--- config.mk ---
export PLATFORM = sky130hd
export DESIGN_NAME = one_bit_branch_predictor_btb
export DESIGN_NICKNAME = d
export VERILOG_FILES = /design/src/obpbtb_pkg.sv /design/src/one_bit_branch_predictor_btb.sv /design/src/obpbtb_ram.sv
export SDC_FILE = /design/constraint.sdc
export NUM_CORES = 2
export LEC_CHECK = 0
export ABC_AREA = 0
export BUFFER_PORTS_ARGS = -buffer_cell sky130_fd_sc_hd__buf_2
export CAP_MARGIN = 15
export CORE_ASPECT_RATIO = 1.75
export CORE_UTILIZATION = 40
export DETAILED_ROUTE_END_ITERATION = 7
export GPL_ROUTABILITY_DRIVEN = 0
export SYNTH_ARGS = -nofsm -noshare
export SYNTH_HDL_FRONTEND = slang
export SYNTH_SLANG_ARGS = --single-unit
--- constraint.sdc ---
create_clock -name i_clk -period 7.5 [get_ports i_clk]
set_clock_uncertainty 0.15 [all_clocks]
set_input_delay 0.375 -clock i_clk [delete_from_list [all_inputs] [get_ports i_clk]]
set_output_delay 0.375 -clock i_clk [all_outputs]
set_load 0.05 [all_outputs]
--- src/obpbtb_pkg.sv ---
// Package for the one-bit branch predictor with branch target buffer.
// Holds the controller state type and the fixed address constants.
// No dependencies.
package obpbtb_pkg;

    // Clears the two low bits of a pc before the table lookup.
    localparam logic [31:0] ALIGN_MASK = 32'hFFFF_FFFC;

    // Fall-through distance of a branch that is not in the table.
    localparam logic [31:0] PC_STEP = 32'd4;

    // Width of a branch target as held in the table.
    localparam int TARGET_BITS = 32;

    typedef enum logic [1:0] {
        ST_CLEAR,
        ST_IDLE,
        ST_LOOKUP
    } t_state;

endpackage

--- src/one_bit_branch_predictor_btb.sv ---
// Top level of the one-bit branch predictor with branch target buffer.
// Depends on obpbtb_pkg and obpbtb_ram.
//
// Usage
// -----
// One input channel in command style: an item transfers at a rising edge
// where i_start is high and o_busy is low. i_mode selects a prediction
// request (0) or a resolved-branch update (1); i_branch_target and
// i_outcome_taken matter for updates only.
//
// Each item yields exactly one result. The result ports carry it for one
// cycle, marked by o_valid, and the transfer completes at the edge that
// ends that cycle. The receiver cannot stall; it must take each result.
//
// An accepted item's result is registered at the end of the lookup state,
// and o_busy is high until then, so no new item is taken before the last
// one's result is formed. The table lives in a synchronous memory with one
// read port and one write port: the entry is read as the item is accepted,
// then the lookup state forms the prediction, updates the counters and, for
// an update, writes the entry back. As the write lands before the next read,
// successive items on one entry see each other's updates without forwarding.
//
// Reset (i_rst_n low, synchronous) zeroes the three counters and starts a
// clearing pass that writes an invalid entry into each of the 2**INDEX_BITS
// table rows, one row per cycle. o_busy stays high during the pass.
module one_bit_branch_predictor_btb #(
    parameter int INDEX_BITS = 6
) (
    input  logic        i_clk,
    input  logic        i_rst_n,

    input  logic        i_start,
    output logic        o_busy,
    input  logic        i_mode,
    input  logic [31:0] i_pc,
    input  logic [31:0] i_branch_target,
    input  logic        i_outcome_taken,

    output logic        o_valid,
    output logic        o_predict_taken,
    output logic [31:0] o_predict_target,
    output logic        o_entry_hit,
    output logic        o_was_correct,
    output logic [31:0] o_request_count,
    output logic [31:0] o_correct_count,
    output logic [31:0] o_mispredict_count
);

    // The tag is whatever of the aligned pc lies above the index.
    localparam int TAG_BITS   = 30 - INDEX_BITS;
    localparam int TGT_BITS   = obpbtb_pkg::TARGET_BITS;
    // Entry layout, high to low: valid, tag, taken, target.
    localparam int ENTRY_BITS = 1 + TAG_BITS + 1 + TGT_BITS;

    obpbtb_pkg::t_state r_state, n_state;
    logic [INDEX_BITS-1:0] r_clr_idx, n_clr_idx;

    // Captured item.
    logic                  r_mode;
    logic [31:0]           r_pc;
    logic [31:0]           r_tgt;
    logic                  r_taken;
    logic [INDEX_BITS-1:0] r_idx;
    logic [TAG_BITS-1:0]   r_tag;

    // Counters and result registers.
    logic [31:0] r_req_cnt, n_req_cnt;
    logic [31:0] r_ok_cnt, n_ok_cnt;
    logic [31:0] r_bad_cnt, n_bad_cnt;
    logic        r_valid, n_valid;
    logic        r_pred, n_pred;
    logic [31:0] r_ptgt, n_ptgt;
    logic        r_hit, n_hit;
    logic        r_correct, n_correct;

    // Memory ports.
    logic                  mem_we;
    logic [INDEX_BITS-1:0] mem_waddr;
    logic [ENTRY_BITS-1:0] mem_wdata;
    logic [INDEX_BITS-1:0] mem_raddr;
    logic [ENTRY_BITS-1:0] mem_rdata;

    logic [31:0]           in_aligned;
    logic                  accept;
    logic                  ent_valid;
    logic [TAG_BITS-1:0]   ent_tag;
    logic                  ent_taken;
    logic [TGT_BITS-1:0]   ent_target;

    assign in_aligned = i_pc & obpbtb_pkg::ALIGN_MASK;
    assign accept     = i_start && (r_state == obpbtb_pkg::ST_IDLE);
    assign mem_raddr  = in_aligned[INDEX_BITS+1:2];

    assign ent_valid  = mem_rdata[ENTRY_BITS-1];
    assign ent_tag    = mem_rdata[ENTRY_BITS-2 -: TAG_BITS];
    assign ent_taken  = mem_rdata[TGT_BITS];
    assign ent_target = mem_rdata[TGT_BITS-1:0];

    obpbtb_ram #(
        .ADDR_BITS (INDEX_BITS),
        .DATA_BITS (ENTRY_BITS)
    ) u_ram (
        .i_clk   (i_clk),
        .i_we    (mem_we),
        .i_waddr (mem_waddr),
        .i_wdata (mem_wdata),
        .i_raddr (mem_raddr),
        .o_rdata (mem_rdata)
    );

    // Next state, counters, result and write-back.
    always_comb begin
        logic hit;
        logic pred;
        hit = ent_valid && (ent_tag == r_tag);
        pred = hit && ent_taken;

        n_state   = r_state;
        n_clr_idx = r_clr_idx;
        n_req_cnt = r_req_cnt;
        n_ok_cnt  = r_ok_cnt;
        n_bad_cnt = r_bad_cnt;
        n_valid   = 1'b0;
        n_pred    = r_pred;
        n_ptgt    = r_ptgt;
        n_hit     = r_hit;
        n_correct = r_correct;
        mem_we    = 1'b0;
        mem_waddr = r_idx;
        mem_wdata = {1'b1, r_tag, r_taken, r_tgt};

        case (r_state)
            obpbtb_pkg::ST_CLEAR: begin
                // Write an invalid entry; the other fields do not matter.
                mem_we    = 1'b1;
                mem_waddr = r_clr_idx;
                mem_wdata = '0;
                n_clr_idx = r_clr_idx + 1'b1;
                if (r_clr_idx == {INDEX_BITS{1'b1}}) begin
                    n_state = obpbtb_pkg::ST_IDLE;
                end
            end
            obpbtb_pkg::ST_IDLE: begin
                if (accept) begin
                    n_state = obpbtb_pkg::ST_LOOKUP;
                end
            end
            obpbtb_pkg::ST_LOOKUP: begin
                n_valid   = 1'b1;
                n_pred    = pred;
                n_hit     = hit;
                n_ptgt    = hit ? ent_target : (r_pc + obpbtb_pkg::PC_STEP);
                n_correct = 1'b0;
                if (r_mode) begin
                    mem_we = 1'b1;
                    if (pred == r_taken) begin
                        n_correct = 1'b1;
                        n_ok_cnt  = r_ok_cnt + 32'd1;
                    end else begin
                        n_bad_cnt = r_bad_cnt + 32'd1;
                    end
                end else begin
                    n_req_cnt = r_req_cnt + 32'd1;
                end
                n_state = obpbtb_pkg::ST_IDLE;
            end
            default: begin
                n_state = obpbtb_pkg::ST_IDLE;
            end
        endcase
    end

    always_ff @(posedge i_clk) begin
        if (!i_rst_n) begin
            r_state   <= obpbtb_pkg::ST_CLEAR;
            r_clr_idx <= '0;
            r_req_cnt <= '0;
            r_ok_cnt  <= '0;
            r_bad_cnt <= '0;
            r_valid   <= 1'b0;
        end else begin
            r_state   <= n_state;
            r_clr_idx <= n_clr_idx;
            r_req_cnt <= n_req_cnt;
            r_ok_cnt  <= n_ok_cnt;
            r_bad_cnt <= n_bad_cnt;
            r_valid   <= n_valid;
        end
    end

    // Payload registers need no reset.
    always_ff @(posedge i_clk) begin
        if (accept) begin
            r_mode  <= i_mode;
            r_pc    <= i_pc;
            r_tgt   <= i_branch_target;
            r_taken <= i_outcome_taken;
            r_idx   <= in_aligned[INDEX_BITS+1:2];
            r_tag   <= in_aligned[31:INDEX_BITS+2];
        end
        r_pred    <= n_pred;
        r_ptgt    <= n_ptgt;
        r_hit     <= n_hit;
        r_correct <= n_correct;
    end

    assign o_busy             = (r_state != obpbtb_pkg::ST_IDLE);
    assign o_valid            = r_valid;
    assign o_predict_taken    = r_pred;
    assign o_predict_target   = r_ptgt;
    assign o_entry_hit        = r_hit;
    assign o_was_correct      = r_correct;
    assign o_request_count    = r_req_cnt;
    assign o_correct_count    = r_ok_cnt;
    assign o_mispredict_count = r_bad_cnt;

endmodule

--- src/obpbtb_ram.sv ---
// Single-port-write, single-port-read synchronous memory for the table.
// Read data is registered, so it appears in the cycle after the address.
// No package dependency.
module obpbtb_ram #(
    parameter int ADDR_BITS = 6,
    parameter int DATA_BITS = 58
) (
    input  logic                 i_clk,
    input  logic                 i_we,
    input  logic [ADDR_BITS-1:0] i_waddr,
    input  logic [DATA_BITS-1:0] i_wdata,
    input  logic [ADDR_BITS-1:0] i_raddr,
    output logic [DATA_BITS-1:0] o_rdata
);

    logic [DATA_BITS-1:0] r_mem [2**ADDR_BITS];
    logic [DATA_BITS-1:0] r_rdata;

    always_ff @(posedge i_clk) begin
        if (i_we) begin
            r_mem[i_waddr] <= i_wdata;
        end
        r_rdata <= r_mem[i_raddr];
    end

    assign o_rdata = r_rdata;

endmodule

==> reports/results.txt <==
Layout Nets: 7291
Postcts setup bufs: 0
Routed Wire Length: 431.3 mm
Core area: 379300 sq um
Max Slew Vio Count: 0
Sequential share of power: 55.2%
CTS tree: done
Yosys reg bits: 3976
Critical Path Fanout Max: 79
CP Class: flip-flop to flip-flop
Post-route design area: 173500 sq um
Placed standard-cell area: 161200 sq um
Reg clk slew, reported paths: 0.07 ns
Total grt overflow: 0
Tcrit/Tclk final: 69.41%
Root Buffer: clkbuf_16
I/O pin count: 202
Total number of vias: 73430
EDFF count, synth: 3813
Slew HR: 18.72%
Highest clock rate: 192.1 MHz
Total internal power: 34.80 mW
Hold Violations, Final: 0
Post-synthesis area per instance: 22.84 sq um
Mapped Nets: 6761
Die X-Extent: 469.1 um
Synth unique cells: 60
Num CTS Buffers: 343
Max Cap Violations: 0
Setup crit start kind: flip-flop
CP bufs+invs: 2
H-tree levels: 5
# port buffers: 201
Post-layout min period: 5.206 ns
Largest net degree at the start of global routing: 105
Leak Pwr: 52.44 nW
Hold WC Path Type: input port to flip-flop
Unrepaired setup endpoints after global routing: false
First-pass GRT wire length: 598.4 mm
Delay-heaviest family, CP: simple AND/OR/NAND/NOR gates
Combinational power share: 4.0%
Endpoints failing setup: 0
Number of global-route vias before repair: 76270
Seq/Total Area, Yosys: 77.11%
DR iter-0 viols: 8366
Outcome: complete, no violations
Die area: 384400 sq um
Die Ht: 819.4 um
Final HPWL DP: 240.2 mm
Clock Latency Late Sink: 0.92 ns
Mapped cell area: 152700 sq um
Vias per inst: 5.890
Hold Buf Count CTS: 95
Asr flop ratio synth: 0%
Drt first pass iters: 8
Remaining antenna violation count: 0
Clock Path Buffers: 4
Crit path required time: 7.87 ns
Starting density of the core: 40.26%
Worst VDD drop: 0.1647 mV
Cells after synthesis: 6687
Sw frac: 20.82%
Sum Neg Setup Slack: 0 ns
Ys Warns: 0
Share of layout cells above drive strength 1: 29.71%
NetSw: 9.152 mW
Critical-path top delay cell: nor2_4
DR DRC count: 0
CP Capture Type: flip-flop
CTS resizes: 0
Critical-path cell list: nor2_2 > inv_6 > or3_1 > o21ai_0 > nand2_1 > nor2_4 > buf_4
Max stage delay on crit path: 0.94 ns
Power per cell area: 253.4 nW/um^2
Row Count: 299
Ys flop type: edfxtp_1
Clock network fraction of design power: 40.8%
Sink Count: 3976
Worst-Margin Slew: 1.216 ns
Worst EP arrival: 5.57 ns
WL per Instance: 34.60 um
Initial antenna violation count: 28
Total GRT Usage: 22.33%
Area Growth Syn to Fin: 13.61%
## synth_stat cells (all sizes together), types with 3 or more instances
master	count	area share (%)
or3	12	0.049
nor2	163	0.41
o2111ai	4	0.023
o41ai	11	0.063
ha	5	0.041
o21a	5	0.025
nand4	48	0.21
o31ai	7	0.034
dfxtp	163	2.1
nand2	211	0.52
nor3	35	0.13
edfxtp	3813	75
xnor2	50	0.30
nand3	80	0.26
and4	14	0.080
a211o	3	0.017
and2	62	0.25
mux2i	102	0.67
and3	14	0.057
inv	41	0.10
xor2	33	0.19
mux4	1160	17
o21ai	42	0.14
a22oi	88	0.43
or4	7	0.034
o211ai	5	0.028
a21oi	49	0.16
nor3b	3	0.018
mux2	7	0.052
nor2b	5	0.020
nor4	20	0.10
buf	197	0.67
clkbuf	154	0.38
a31oi	5	0.020
nand2b	54	0.22
## cells by family after synthesis
group | after synthesis | synth area share [%]
AOI/OAI and AO/OA | 225 | 0.9750
xor gates and xnor gates | 83 | 0.4858
adders and majority gates | 5 | 0.04096
buffers and inverters | 392 | 1.146
DFF | 3976 | 77.11
muxes | 1269 | 17.83
and+or+nand+nor | 737 | 2.414
## cell usage in the layout (no fill, tap or decap), types with 11 or more instances in the layout
master | netlist | routed
xor2_1 | 33 | 33
clkbuf_8 | 0 | 12
edfxtp_1 | 3813 | 3813
clkbuf_1 | 154 | 72
nor3_1 | 33 | 33
and3_1 | 14 | 14
nor2_4 | 0 | 68
a21oi_1 | 49 | 49
xnor2_1 | 48 | 48
inv_1 | 40 | 39
and4_1 | 14 | 14
buf_12 | 0 | 55
dlygate4sd3_1 | 0 | 95
or3_1 | 12 | 12
and2_2 | 0 | 32
nor2_1 | 162 | 93
mux2i_1 | 102 | 102
nor4_1 | 16 | 16
clkinv_2 | 0 | 60
nand4_1 | 45 | 45
nand2_1 | 211 | 210
buf_4 | 6 | 185
buf_2 | 169 | 196
clkinv_1 | 0 | 54
nand3_1 | 80 | 80
and2_1 | 62 | 29
diode_2 | 0 | 13
dfxtp_1 | 163 | 163
o21ai_0 | 41 | 41
o41ai_1 | 11 | 11
clkbuf_16 | 0 | 350
nand2b_1 | 54 | 54
mux4_2 | 1160 | 1160
a22oi_1 | 88 | 88
clkinvlp_4 | 0 | 16
inv_6 | 0 | 12
bufinv_16 | 0 | 34
## routing by layer
metal / global-route usage [%] / part of all wire [%] / up-vias / wire length, um
li1: - / - / 29330 / -
met1: 26.14 / 35 / 40250 / 151800
met2: 40.82 / 54 / 3155 / 233600
met3: 3.307 / 6.4 / 685 / 27640
met4: 8.815 / 4.2 / 14 / 18270
met5: 0 / 0.023 / - / 98
## state kept, by name, indices dropped and copies added, names as in the netlist, 2 cells and up
signal              flops
o_correct_count        32
o_predict_target       32
o_mispredict_count     32
r_clr_idx               6
r_pc                   32
u_ram.o_rdata          58
o_request_count        32
r_state                 2
r_tgt                  32
u_ram.r_mem          3712
## layout make-up
class,instances,area (sq um)
Fill cell,31300,205900
Inverter,41,158.9
Timing Repair Buffer,536,4489
Antenna cell,13,32.53
Multi-Input combinational cell,2319,33800
Clock buffer,434,9194
Tap cell,4966,6213
Clock inverter,182,1839
Sequential cell,3976,117800
## through the flow
stage / utilization [%] / hold WS, ns / cells / power (mW) / setup WS (ns)
6_report: 45.74 / 0.07049 / 12470 / 43.96 / 2.294
5_1_grt: 45.73 / 0.06904 / 12460 / 45.02 / 2.059
3_5_place_dp: 42.49 / 0.3227 / 11730 / 26.48 / 2.331
2_1_floorplan: - / 0.3239 / 6687 / 25.78 / 2.852
4_1_cts: 45.65 / 0.0005584 / 12440 / 44.27 / 2.269
3_3_place_gp: 42.49 / 0.3052 / 11730 / 26.47 / 2.260
## power by group through the flow
stage          sequential (mW)  clock [mW]  combinational, mW
2_1_floorplan             24.6           0               1.14
3_3_place_gp              24.8           0               1.72
3_5_place_dp              24.8           0               1.72
4_1_cts                   24.3        18.2               1.77
5_1_grt                   24.3        18.9               1.82
6_report                  24.3        17.9               1.74
## worst paths after layout
check / startpoint / to / depth (start not counted) / slack [ns]
worst max-delay path: r_state[0] / u_ram.r_mem[25][11] / 7 / 2.29
worst min-delay path: i_branch_target[11] / r_tgt[11] / 2 / 0.07
worst max register to register: r_state[0] / u_ram.r_mem[25][11] / 7 / 2.29
worst min register to register: o_correct_count[31] / o_correct_count[31] / 2 / 0.33
(Power assumes the default switching activity.)
